## config.mk

```make
export PLATFORM = sky130hd
export DESIGN_NAME = sector_write_back_lru_cache_core
export DESIGN_NICKNAME = d
export VERILOG_FILES = /design/src/rtl/swlc_pkg.sv /design/src/rtl/sector_write_back_lru_cache_core.sv /design/src/rtl/swlc_ram.sv /design/src/rtl/swlc_ctrl.sv /design/src/rtl/swlc_dpath.sv
export SDC_FILE = /design/constraint.sdc
export NUM_CORES = 2
export LEC_CHECK = 0
export BUFFER_PORTS_ARGS = -buffer_cell sky130_fd_sc_hd__buf_2
export CORE_UTILIZATION = 45
export DETAILED_ROUTE_END_ITERATION = 7
export GPL_TIMING_DRIVEN = 0
export HOLD_SLACK_MARGIN = 0.1
export PLACE_DENSITY_LB_ADDON = 0.12
export SYNTH_ARGS = -nofsm -noshare
export SYNTH_HDL_FRONTEND = slang
export SYNTH_SLANG_ARGS = --single-unit
```

## constraint.sdc

```tcl
create_clock -name clk -period 15.2 [get_ports clk]
set_clock_uncertainty 0.1 [all_clocks]
set_input_delay 1.52 -clock clk [delete_from_list [all_inputs] [get_ports clk]]
set_output_delay 1.52 -clock clk [all_outputs]
set_load 0.1 [all_outputs]
```

## src/rtl/swlc_pkg.sv

```systemverilog
// shared constants, types and helpers of the sector write-back lru cache
`default_nettype none
package swlc_pkg;

  localparam int NAMESPACES = 4;
  localparam int ENTRIES    = 16;
  localparam int SECTORS    = 8;
  localparam int ADDR_W     = 32;

  localparam int NS_W    = 3;
  localparam int NSX_W   = 2;
  localparam int WAY_W   = 4;
  localparam int SLOTS   = NAMESPACES * ENTRIES;
  localparam int SLOT_W  = NSX_W + WAY_W;
  localparam int AGE_W   = 4;
  localparam int CNT_W   = WAY_W + 1;
  localparam int OCC_W   = 5;
  localparam int CAP_W   = 5;
  localparam int POP_W   = 4;
  localparam int CFG_W   = 2;
  localparam int CFG_D_W = 5;

  typedef enum logic [CFG_W-1:0] {
    CFG_MODE = 2'd0,
    CFG_NSU  = 2'd1,
    CFG_CAP  = 2'd2,
    CFG_NONE = 2'd3
  } cfg_idx_t;

  typedef enum logic [2:0] {
    ST_IDLE,
    ST_DECIDE,
    ST_SEARCH,
    ST_AGE,
    ST_COMMIT,
    ST_RESPOND
  } state_t;

  typedef struct packed {
    logic load;
    logic search_start;
    logic age_start;
    logic commit;
    logic respond;
  } cmd_t;

  typedef struct packed {
    logic bypass;
    logic is_write;
    logic hit;
    logic sweep_done;
    logic out_busy;
  } sts_t;

  function automatic logic [POP_W-1:0] popcount(input logic [SECTORS-1:0] v);
    logic [POP_W-1:0] c;
    c = '0;
    for (int i = 0; i < SECTORS; i++) begin
      c = c + POP_W'(v[i]);
    end
    return c;
  endfunction

endpackage
`default_nettype wire

```

## src/rtl/sector_write_back_lru_cache_core.sv

```systemverilog
// top level of the sector write-back lru page cache
// One page transaction at a time. A bad namespace or no-cache item goes from
// the decide state straight to the respond state. A cached item sweeps the 16
// ways of its namespace through the tag, mask and age memories, one way per
// cycle. A read miss then answers. A write hit then merges its sectors in the
// commit state. A read hit or write miss runs a second sweep to rerank the lru
// ages before the commit state stores a write miss's page or clears the age of
// a read hit's way. The single read port of the stores sets the sweep length.
// A result waits in an output register while the next item is taken; an item
// whose result is ready stalls until that register is free. No clearing pass
// is run.
`default_nettype none
module sector_write_back_lru_cache_core (
  input  wire logic                         clk,
  input  wire logic                         rst_n,
  input  wire logic                         cfg_valid,
  output logic                              cfg_ready,
  input  wire logic [swlc_pkg::CFG_W-1:0]   cfg_index,
  input  wire logic [swlc_pkg::CFG_D_W-1:0] cfg_data,
  input  wire logic                         in_valid,
  output logic                              in_ready,
  input  wire logic                         in_kind,
  input  wire logic [swlc_pkg::NS_W-1:0]    in_namespace_id,
  input  wire logic [swlc_pkg::ADDR_W-1:0]  in_page_address,
  input  wire logic [swlc_pkg::SECTORS-1:0] in_sector_mask,
  output logic                              out_valid,
  input  wire logic                         out_ready,
  output logic                              out_fully_served,
  output logic [swlc_pkg::SECTORS-1:0]      out_forward_mask,
  output logic [swlc_pkg::POP_W-1:0]        out_forward_sectors,
  output logic                              out_writeback_valid,
  output logic [swlc_pkg::NS_W-1:0]         out_writeback_namespace,
  output logic [swlc_pkg::ADDR_W-1:0]       out_writeback_address,
  output logic [swlc_pkg::SECTORS-1:0]      out_writeback_mask,
  output logic [swlc_pkg::POP_W-1:0]        out_writeback_sectors,
  output logic                              out_bad_namespace
);

  swlc_pkg::cmd_t cmd;
  swlc_pkg::sts_t sts;

  assign cfg_ready = 1'b1;

  swlc_ctrl u_ctrl (
    .clk, .rst_n, .in_valid, .in_ready, .sts, .cmd
  );

  swlc_dpath u_dpath (
    .clk, .rst_n,
    .cfg_valid, .cfg_index, .cfg_data,
    .in_kind, .in_namespace_id, .in_page_address, .in_sector_mask,
    .cmd, .sts,
    .out_valid, .out_ready,
    .out_fully_served, .out_forward_mask, .out_forward_sectors,
    .out_writeback_valid, .out_writeback_namespace, .out_writeback_address,
    .out_writeback_mask, .out_writeback_sectors, .out_bad_namespace
  );

endmodule
`default_nettype wire

```

## src/rtl/swlc_ram.sv

```systemverilog
// generic single write port, single read port ram with registered read
`default_nettype none
module swlc_ram #(
  parameter int WIDTH = 8,
  parameter int DEPTH = 64
) (
  input  wire logic                     clk,
  input  wire logic                     we,
  input  wire logic [$clog2(DEPTH)-1:0] waddr,
  input  wire logic [WIDTH-1:0]         wdata,
  input  wire logic [$clog2(DEPTH)-1:0] raddr,
  output logic      [WIDTH-1:0]         rdata
);

  logic [WIDTH-1:0] mem [DEPTH];

  always_ff @(posedge clk) begin
    if (we) begin
      mem[waddr] <= wdata;
    end
    rdata <= mem[raddr];
  end

endmodule
`default_nettype wire

```

## src/rtl/swlc_ctrl.sv

```systemverilog
// transaction sequencer of the cache
`default_nettype none
module swlc_ctrl (
  input  wire logic           clk,
  input  wire logic           rst_n,
  input  wire logic           in_valid,
  output logic                in_ready,
  input  wire swlc_pkg::sts_t sts,
  output swlc_pkg::cmd_t      cmd
);

  swlc_pkg::state_t state_r, state_nxt;

  always_ff @(posedge clk) begin
    if (!rst_n) begin
      state_r <= swlc_pkg::ST_IDLE;
    end else begin
      state_r <= state_nxt;
    end
  end

  always_comb begin
    state_nxt = state_r;
    unique case (state_r)
      swlc_pkg::ST_IDLE: begin
        if (in_valid) state_nxt = swlc_pkg::ST_DECIDE;
      end
      swlc_pkg::ST_DECIDE: begin
        state_nxt = sts.bypass ? swlc_pkg::ST_RESPOND : swlc_pkg::ST_SEARCH;
      end
      swlc_pkg::ST_SEARCH: begin
        if (sts.sweep_done) begin
          priority if (sts.is_write && sts.hit) state_nxt = swlc_pkg::ST_COMMIT;
          else if (sts.is_write || sts.hit)     state_nxt = swlc_pkg::ST_AGE;
          else                                  state_nxt = swlc_pkg::ST_RESPOND;
        end
      end
      swlc_pkg::ST_AGE: begin
        if (sts.sweep_done) state_nxt = swlc_pkg::ST_COMMIT;
      end
      swlc_pkg::ST_COMMIT: begin
        state_nxt = swlc_pkg::ST_RESPOND;
      end
      swlc_pkg::ST_RESPOND: begin
        if (!sts.out_busy) state_nxt = swlc_pkg::ST_IDLE;
      end
      default: state_nxt = swlc_pkg::ST_IDLE;
    endcase
  end

  always_comb begin
    cmd      = '0;
    in_ready = 1'b0;
    unique case (state_r)
      swlc_pkg::ST_IDLE: begin
        in_ready = 1'b1;
        cmd.load = in_valid;
      end
      swlc_pkg::ST_DECIDE: begin
        cmd.search_start = !sts.bypass;
      end
      swlc_pkg::ST_SEARCH: begin
        cmd.age_start = sts.sweep_done && (sts.is_write != sts.hit || !sts.is_write && sts.hit);
      end
      swlc_pkg::ST_AGE: begin
      end
      swlc_pkg::ST_COMMIT: begin
        cmd.commit = 1'b1;
      end
      swlc_pkg::ST_RESPOND: begin
        cmd.respond = !sts.out_busy;
      end
      default: begin
      end
    endcase
  end

  assert property (@(posedge clk) disable iff (!rst_n)
    cmd.load |=> state_r == swlc_pkg::ST_DECIDE)
    else $error("accepted beat did not move to decide");
  assert property (@(posedge clk) disable iff (!rst_n)
    cmd.commit |=> state_r == swlc_pkg::ST_RESPOND)
    else $error("commit not followed by respond");
  assert property (@(posedge clk) disable iff (!rst_n)
    $onehot0({cmd.load, cmd.search_start, cmd.age_start, cmd.commit, cmd.respond}))
    else $error("more than one command at once");

endmodule
`default_nettype wire

```

## src/rtl/swlc_dpath.sv

```systemverilog
// cache datapath: config, tag and mask stores, lru ages, sweep unit, result register
`default_nettype none
module swlc_dpath (
  input  wire logic                             clk,
  input  wire logic                             rst_n,
  input  wire logic                             cfg_valid,
  input  wire logic [swlc_pkg::CFG_W-1:0]       cfg_index,
  input  wire logic [swlc_pkg::CFG_D_W-1:0]     cfg_data,
  input  wire logic                             in_kind,
  input  wire logic [swlc_pkg::NS_W-1:0]        in_namespace_id,
  input  wire logic [swlc_pkg::ADDR_W-1:0]      in_page_address,
  input  wire logic [swlc_pkg::SECTORS-1:0]     in_sector_mask,
  input  wire swlc_pkg::cmd_t                   cmd,
  output swlc_pkg::sts_t                        sts,
  output logic                                  out_valid,
  input  wire logic                             out_ready,
  output logic                                  out_fully_served,
  output logic [swlc_pkg::SECTORS-1:0]          out_forward_mask,
  output logic [swlc_pkg::POP_W-1:0]            out_forward_sectors,
  output logic                                  out_writeback_valid,
  output logic [swlc_pkg::NS_W-1:0]             out_writeback_namespace,
  output logic [swlc_pkg::ADDR_W-1:0]           out_writeback_address,
  output logic [swlc_pkg::SECTORS-1:0]          out_writeback_mask,
  output logic [swlc_pkg::POP_W-1:0]            out_writeback_sectors,
  output logic                                  out_bad_namespace
);

  localparam int SW = swlc_pkg::SLOT_W;
  localparam int WW = swlc_pkg::WAY_W;
  localparam int AW = swlc_pkg::AGE_W;
  localparam int MW = swlc_pkg::SECTORS;
  localparam int DW = swlc_pkg::ADDR_W;

  // configuration
  logic                       mode_r;
  logic [swlc_pkg::NS_W-1:0]  nsu_r;
  logic [swlc_pkg::CAP_W-1:0] cap_r;

  always_ff @(posedge clk) begin
    if (!rst_n) begin
      mode_r <= 1'b0;
      nsu_r  <= swlc_pkg::NS_W'(1);
      cap_r  <= swlc_pkg::CAP_W'(swlc_pkg::ENTRIES);
    end else if (cfg_valid) begin
      unique case (swlc_pkg::cfg_idx_t'(cfg_index))
        swlc_pkg::CFG_MODE: mode_r <= cfg_data[0];
        swlc_pkg::CFG_NSU:  nsu_r  <= cfg_data[swlc_pkg::NS_W-1:0];
        swlc_pkg::CFG_CAP:  cap_r  <= cfg_data[swlc_pkg::CAP_W-1:0];
        swlc_pkg::CFG_NONE: ;
        default: ;
      endcase
    end
  end

  logic [swlc_pkg::NS_W-1:0]  ns_lim;
  logic [swlc_pkg::CAP_W-1:0] cap_eff;
  logic                       in_bad;

  always_comb begin
    ns_lim = (nsu_r > swlc_pkg::NS_W'(swlc_pkg::NAMESPACES)) ?
             swlc_pkg::NS_W'(swlc_pkg::NAMESPACES) : nsu_r;
    in_bad = (in_namespace_id == '0) || (in_namespace_id > ns_lim);
    priority if (cap_r == '0)                                 cap_eff = swlc_pkg::CAP_W'(1);
    else if (cap_r > swlc_pkg::CAP_W'(swlc_pkg::ENTRIES))     cap_eff = swlc_pkg::CAP_W'(swlc_pkg::ENTRIES);
    else                                                      cap_eff = cap_r;
  end

  // captured transaction
  logic                       kind_r, bad_r, byp_r;
  logic [swlc_pkg::NSX_W-1:0] nsx_r;
  logic [swlc_pkg::NS_W-1:0]  nsid_r;
  logic [DW-1:0]              addr_r;
  logic [MW-1:0]              mask_r;

  always_ff @(posedge clk) begin
    if (cmd.load) begin
      kind_r <= in_kind;
      bad_r  <= in_bad;
      byp_r  <= !in_bad && !mode_r;
      nsid_r <= in_namespace_id;
      nsx_r  <= swlc_pkg::NSX_W'(in_namespace_id - swlc_pkg::NS_W'(1));
      addr_r <= in_page_address;
      mask_r <= in_sector_mask;
    end
  end

  // sweep over the ways of one namespace, one read issued per cycle
  logic            sweep_r, age_mode_r, rdv_r;
  logic [swlc_pkg::CNT_W-1:0] cnt_r;
  logic [WW-1:0]   rdw_r;
  logic            issue, sweep_done;

  assign issue      = sweep_r && !cnt_r[WW];
  assign sweep_done = sweep_r && cnt_r[WW] && !rdv_r;

  always_ff @(posedge clk) begin
    if (!rst_n) begin
      sweep_r <= 1'b0;
      rdv_r   <= 1'b0;
    end else begin
      rdv_r <= issue;
      if (cmd.search_start || cmd.age_start) begin
        sweep_r <= 1'b1;
      end else if (sweep_done) begin
        sweep_r <= 1'b0;
      end
    end
  end

  always_ff @(posedge clk) begin
    rdw_r <= cnt_r[WW-1:0];
    if (cmd.search_start || cmd.age_start) begin
      cnt_r      <= '0;
      age_mode_r <= cmd.age_start;
    end else if (issue) begin
      cnt_r <= cnt_r + swlc_pkg::CNT_W'(1);
    end
  end

  // stores
  logic [swlc_pkg::SLOTS-1:0] valid_r;
  logic [swlc_pkg::OCC_W-1:0] occ_r [swlc_pkg::NAMESPACES];
  logic [SW-1:0] raddr, rslot;
  logic [DW-1:0] rd_addr;
  logic [MW-1:0] rd_mask;
  logic [AW-1:0] rd_age;
  logic          rd_vld;

  assign raddr  = {nsx_r, cnt_r[WW-1:0]};
  assign rslot  = {nsx_r, rdw_r};
  assign rd_vld = valid_r[rslot];

  logic          a_we, m_we, g_we;
  logic [SW-1:0] a_wa, m_wa, g_wa;
  logic [MW-1:0] m_wd;
  logic [AW-1:0] g_wd;

  swlc_ram #(.WIDTH(DW), .DEPTH(swlc_pkg::SLOTS)) u_addr_ram (
    .clk, .we(a_we), .waddr(a_wa), .wdata(addr_r), .raddr, .rdata(rd_addr)
  );
  swlc_ram #(.WIDTH(MW), .DEPTH(swlc_pkg::SLOTS)) u_mask_ram (
    .clk, .we(m_we), .waddr(m_wa), .wdata(m_wd), .raddr, .rdata(rd_mask)
  );
  swlc_ram #(.WIDTH(AW), .DEPTH(swlc_pkg::SLOTS)) u_age_ram (
    .clk, .we(g_we), .waddr(g_wa), .wdata(g_wd), .raddr, .rdata(rd_age)
  );

  // search results
  logic          hit_r, free_r, vic_r, evict_r;
  logic [WW-1:0] hitw_r, freew_r, vicw_r, tgt_r;
  logic [AW-1:0] hitage_r, vicage_r;
  logic [MW-1:0] hitmask_r, vicmask_r;
  logic [DW-1:0] vicaddr_r;
  logic          search_beat, use_free;

  assign search_beat = rdv_r && !age_mode_r;
  assign use_free    = (occ_r[nsx_r] < cap_eff) && free_r;

  always_ff @(posedge clk) begin
    if (cmd.search_start) begin
      hit_r  <= 1'b0;
      free_r <= 1'b0;
      vic_r  <= 1'b0;
    end else if (search_beat) begin
      if (rd_vld && rd_addr == addr_r && !hit_r) begin
        hit_r     <= 1'b1;
        hitw_r    <= rdw_r;
        hitage_r  <= rd_age;
        hitmask_r <= rd_mask;
      end
      if (!rd_vld && !free_r) begin
        free_r  <= 1'b1;
        freew_r <= rdw_r;
      end
      if (rd_vld && (!vic_r || rd_age > vicage_r)) begin
        vic_r     <= 1'b1;
        vicw_r    <= rdw_r;
        vicage_r  <= rd_age;
        vicaddr_r <= rd_addr;
        vicmask_r <= rd_mask;
      end
    end
  end

  // placement of a write miss is decided as the aging sweep starts
  always_ff @(posedge clk) begin
    if (cmd.search_start) begin
      evict_r <= 1'b0;
    end else if (cmd.age_start && kind_r) begin
      evict_r <= !use_free && vic_r;
      priority if (use_free) tgt_r <= freew_r;
      else if (vic_r)        tgt_r <= vicw_r;
      else                   tgt_r <= '0;
    end
  end

  logic miss_commit;
  assign miss_commit = cmd.commit && kind_r && !hit_r;

  always_ff @(posedge clk) begin
    if (!rst_n) begin
      valid_r <= '0;
      for (int i = 0; i < swlc_pkg::NAMESPACES; i++) begin
        occ_r[i] <= '0;
      end
    end else begin
      if (cmd.age_start && kind_r) begin
        if (!use_free && vic_r) begin
          valid_r[{nsx_r, vicw_r}] <= 1'b0;
        end else begin
          occ_r[nsx_r] <= occ_r[nsx_r] + swlc_pkg::OCC_W'(1);
        end
      end
      if (miss_commit) begin
        valid_r[{nsx_r, tgt_r}] <= 1'b1;
      end
    end
  end

  // ram write ports
  logic [WW-1:0] cw;
  logic          age_bump;
  assign cw       = hit_r ? hitw_r : tgt_r;
  assign age_bump = rdv_r && age_mode_r && rd_vld && (kind_r || rd_age < hitage_r);

  always_comb begin
    a_we = miss_commit;
    a_wa = {nsx_r, tgt_r};
    m_we = cmd.commit && kind_r;
    m_wa = {nsx_r, cw};
    m_wd = hit_r ? (mask_r | hitmask_r) : mask_r;
    // a write hit keeps its lru rank
    g_we = (cmd.commit && !(kind_r && hit_r)) || age_bump;
    g_wa = cmd.commit ? {nsx_r, cw} : rslot;
    g_wd = cmd.commit ? '0 : rd_age + AW'(1);
  end

  // result register
  logic          ov_r;
  logic [MW-1:0] fwd;
  assign fwd = (!kind_r && hit_r && !byp_r) ? (mask_r & ~hitmask_r) :
               (kind_r && !byp_r) ? '0 : mask_r;

  always_ff @(posedge clk) begin
    if (!rst_n) begin
      ov_r <= 1'b0;
    end else if (cmd.respond) begin
      ov_r <= 1'b1;
    end else if (out_ready) begin
      ov_r <= 1'b0;
    end
  end

  always_ff @(posedge clk) begin
    if (cmd.respond) begin
      out_bad_namespace       <= bad_r;
      out_fully_served        <= !bad_r && !byp_r && (kind_r || (hit_r && fwd == '0));
      out_forward_mask        <= bad_r ? '0 : fwd;
      out_forward_sectors     <= bad_r ? '0 : swlc_pkg::popcount(fwd);
      out_writeback_valid     <= !bad_r && !byp_r && kind_r && evict_r;
      out_writeback_namespace <= (!bad_r && !byp_r && kind_r && evict_r) ? nsid_r : '0;
      out_writeback_address   <= (!bad_r && !byp_r && kind_r && evict_r) ? vicaddr_r : '0;
      out_writeback_mask      <= (!bad_r && !byp_r && kind_r && evict_r) ? vicmask_r : '0;
      out_writeback_sectors   <= (!bad_r && !byp_r && kind_r && evict_r) ?
                                 swlc_pkg::popcount(vicmask_r) : '0;
    end
  end

  assign out_valid = ov_r;

  always_comb begin
    sts.bypass     = bad_r || byp_r;
    sts.is_write   = kind_r;
    sts.hit        = hit_r;
    sts.sweep_done = sweep_done;
    sts.out_busy   = ov_r && !out_ready;
  end

  assert property (@(posedge clk) disable iff (!rst_n)
    cmd.commit |-> occ_r[nsx_r] <= swlc_pkg::OCC_W'(swlc_pkg::ENTRIES))
    else $error("namespace occupancy above way count");
  assert property (@(posedge clk) disable iff (!rst_n)
    miss_commit |=> valid_r[$past({nsx_r, tgt_r})])
    else $error("inserted page not marked valid");
  assert property (@(posedge clk) disable iff (!rst_n)
    cmd.respond |=> ov_r)
    else $error("result register not loaded");

endmodule
`default_nettype wire
```

==> impl_metrics.tcl <==
set metrics [dict create \
    synth_edf_count 3019 \
    pre_cts_ws_ps 10330 \
    setup_ws_ps 10250 \
    cts_tree "yes" \
    cp.arrival_ps 5530 \
    finalSetupTns_ps 0 \
    grt_pass1_vias 59500 \
    grt_pass1_wl_um 464000 \
    postPlaceCellArea_sq_um 131000 \
    whs_endpoint "u_dpath.rdw_r[3]" \
    synth_ff_type "edfxtp_1" \
    ctsHoldBuffers 0 \
    area_delta_synth_final_pct 16.5 \
    clock_sinks 3157 \
    antenna_found_initial 31 \
    setup_viol 0 \
    synth_seq_area_share 0.768 \
    synth.net_count 5484 \
    gp_congestion 0.928 \
    clockBufferDepth 4 \
    cp_data_required_time_ps 15780 \
    h-tree-depth 5 \
    reg2reg_from "u_dpath.cnt_r[1]" \
    die_width_um 522 \
    fmax_ghz 0.202 \
    dpl.hpwl_um 235000 \
    ioPinCount 121 \
    hold_violations 0 \
    vias_per_cell 6.02 \
    cts_root_buffer "clkbuf_16" \
    synth_warnings 0 \
    maxCapViolations 0 \
    path_clk_slew_ps 60 \
    whs_ps 259 \
    routed_wl_um 333000 \
    dr.pass1.iters 6 \
    avgSynthCellArea_sq_um 22.5 \
    cts_resized 0 \
    first_iter_violations 6867 \
    grt-ovfl-total 0 \
    grt_use_total 0.246 \
    startpoint_type "flip-flop" \
    worst_skew_pair.late_latency_ps 880 \
    port_buffers 118 \
    num_vias 59100 \
    reg2regPathDepth 6 \
    fin_area_sq_um 142000 \
    detail-route-antenna-nets 0 \
    drv_slew 0 \
    critPathCaptureType "flip-flop" \
    worstMarginPinSlew_ps 1460 \
    utilization 0.528 \
    wire_per_inst_um 33.9 \
    die_h_um 522 \
    ys_seq_elements 3157 \
    rsz0062_at_grt "no" \
    synth_cell_type_count 59 \
    syn_area_sq_um 122000 \
    min_period_ps 4950 \
    hp-class "flip-flop to flip-flop" \
    hp-start "u_dpath.cnt_r[3]" \
    reg2reg_to "u_dpath.u_mask_ram.rdata[3]" \
    power_density_nw_per_um2 178 \
    vdd_drop_max_mv 0.126 \
    p_total_mw 25.2 \
    dpl.cell_count 9220 \
    synthArstFlopShare 0 \
    netlist_instances 5393 \
    relSlewSlack 0.0261 \
    final_cells 9823 \
    start_util 0.453 \
    route.detailed.drc 0 \
    dieArea_sq_um 272000 \
    rows 190 \
    status "finished clean" \
    rrSetupSlack_ps 10250 \
    path_class "flip-flop to flip-flop" \
    fillCellCount 20600 \
    fin_crit_sh 0.326 \
    coreArea_sq_um 268000 \
    nets 6091 \
    whs_path_depth 0 \
    grt_max_degree 52 \
    cts_setup_buffers 0 \
    cts_made_buffers 330 \
    power.leakage_nw 43.7 \
    layout-drive-gt1-share 0.301 \
    critical_path.max_fanout 10 \
]
cell usage in the layout, fill, tap and decap left out, types with 67 or more instances in the layout:
cell          n
edfxtp_1   3019
nand2_1     180
buf_12       72
clkbuf_1    223
nor2_4       67
dfxtp_1     138
mux4_2      937
a21oi_1      88
clkbuf_16   342
nor2_1      135
buf_2       199
buf_16       79
routing by layer:
layer | up-vias | wire (um) | GRT usage
met3 | 410 | 28000 | 0.0469
met1 | 32200 | 137000 | 0.349
met4 | 4 | 6880 | 0.0552
li1 | 24000 | - | -
met5 | - | 28 | 0
met2 | 2504 | 161000 | 0.397
power breakdown:
group	switching, mW	total [mW]	internal [mW]
Combinational	3.93	6.60	2.67
Clock	3.32	8.12	4.80
Sequential	0.203	10.5	10.3
Total	7.46	25.2	17.8
synth_stat cells, types with 4 or more instances:
cell type  instances  area (sq um)
buf_6              6          67.6
nor3b_1            8          60.1
o21ai_0           22           110
edfxtp_1        3019         90700
xnor2_1           15           131
fa_1               8           160
nand2b_1          14          87.6
nand3_1           45           225
inv_1             43           161
xor2_1            27           236
o2bb2ai_1         32           280
nand3b_1           7          52.6
buf_2             81           405
a21oi_1           88           440
dfxtp_1          138          2760
or2_2              4          25.0
nor3_1             6          30.0
nor2b_1           22           138
mux4_2           937         21100
nor2_1           205           769
buf_4             10          75.1
and2_1            47           294
nand4_1           16           100
o21ai_1            5          25.0
o21a_1            28           210
nor4_1            39           244
nand2_1          180           676
buf_1             37           139
ha_1              27           338
mux2i_1           26           260
clkbuf_1         164           616
and3_1             4          25.0
o311ai_0           8          70.1
o31a_1            24           210
a21o_1            11          82.6
worst max-delay path: stages, from the launching register on:
cell and delay (ps):
dfxtp_1 380, buf_2 580, clkbuf_1 980, clkbuf_1 710, buf_2 680, mux4_2 650
mux4_2 600
registers in the layout, indices dropped and copies added (netlist names), 5 cells and up, named ones only:
| signal | flops |
|---|---|
| u_dpath.u_addr_ram.mem | 2048 |
| u_dpath.u_mask_ram.mem | 512 |
| u_dpath.u_age_ram.mem | 256 |
| u_dpath.valid_r | 64 |
| u_dpath.addr_r | 32 |
| u_dpath.out_writeback_address | 32 |
| u_dpath.u_addr_ram.rdata | 32 |
| u_dpath.vicaddr_r | 32 |
| u_dpath.occ_r | 20 |
| u_dpath.hitmask_r | 8 |
| u_dpath.mask_r | 8 |
| u_dpath.out_forward_mask | 8 |
| u_dpath.out_writeback_mask | 8 |
| u_dpath.u_mask_ram.rdata | 8 |
| u_dpath.vicmask_r | 8 |
| u_dpath.cap_r | 5 |
| u_dpath.cnt_r | 5 |
worst max path at each step:
stage / from / end / slack [ps] / cells past startpoint
6_report: u_dpath.cnt_r[1] / u_dpath.u_mask_ram.rdata[3] / 10250 / 6
5_1_grt: u_dpath.kind_r / u_dpath.out_forward_sectors[2] / 10050 / 17
4_1_cts: u_dpath.cnt_r[1] / u_dpath.u_mask_ram.rdata[3] / 10310 / 6
3_5_place_dp: u_dpath.cnt_r[1] / u_dpath.u_mask_ram.rdata[7] / 10330 / 6
3_3_place_gp: u_dpath.rdw_r[0] / u_dpath.vicaddr_r[17] / 3630 / 8
2_1_floorplan: u_dpath.rdw_r[2] / u_dpath.vicaddr_r[0] / 9450 / 8
kinds of logic after synthesis:
family | count (synthesis) | synth area share
other | 1 | 0.0000308
muxes | 966 | 0.176
buffers and inverters | 342 | 0.0121
and+or+nand+nor | 603 | 0.0228
DFF | 3157 | 0.768
adders and majority gates | 35 | 0.00409
xor gates and xnor gates | 42 | 0.00302
AOI/OAI and AO/OA | 247 | 0.0139
cell type report:
cell class	instances	area [sq um]	share of cell area
clock buffers	422	9000	0.0635
diodes	12	30.0	0.000212
multi-input cells	1894	27300	0.192
plain buffers	298	1310	0.00926
flip-flops and latches	3157	93400	0.659
inverters	44	165	0.00117
well taps	3552	4440	0.0314
clock inverters	169	1790	0.0126
repair buffers	275	4290	0.0303
Power figures use the tool's default switching activity.
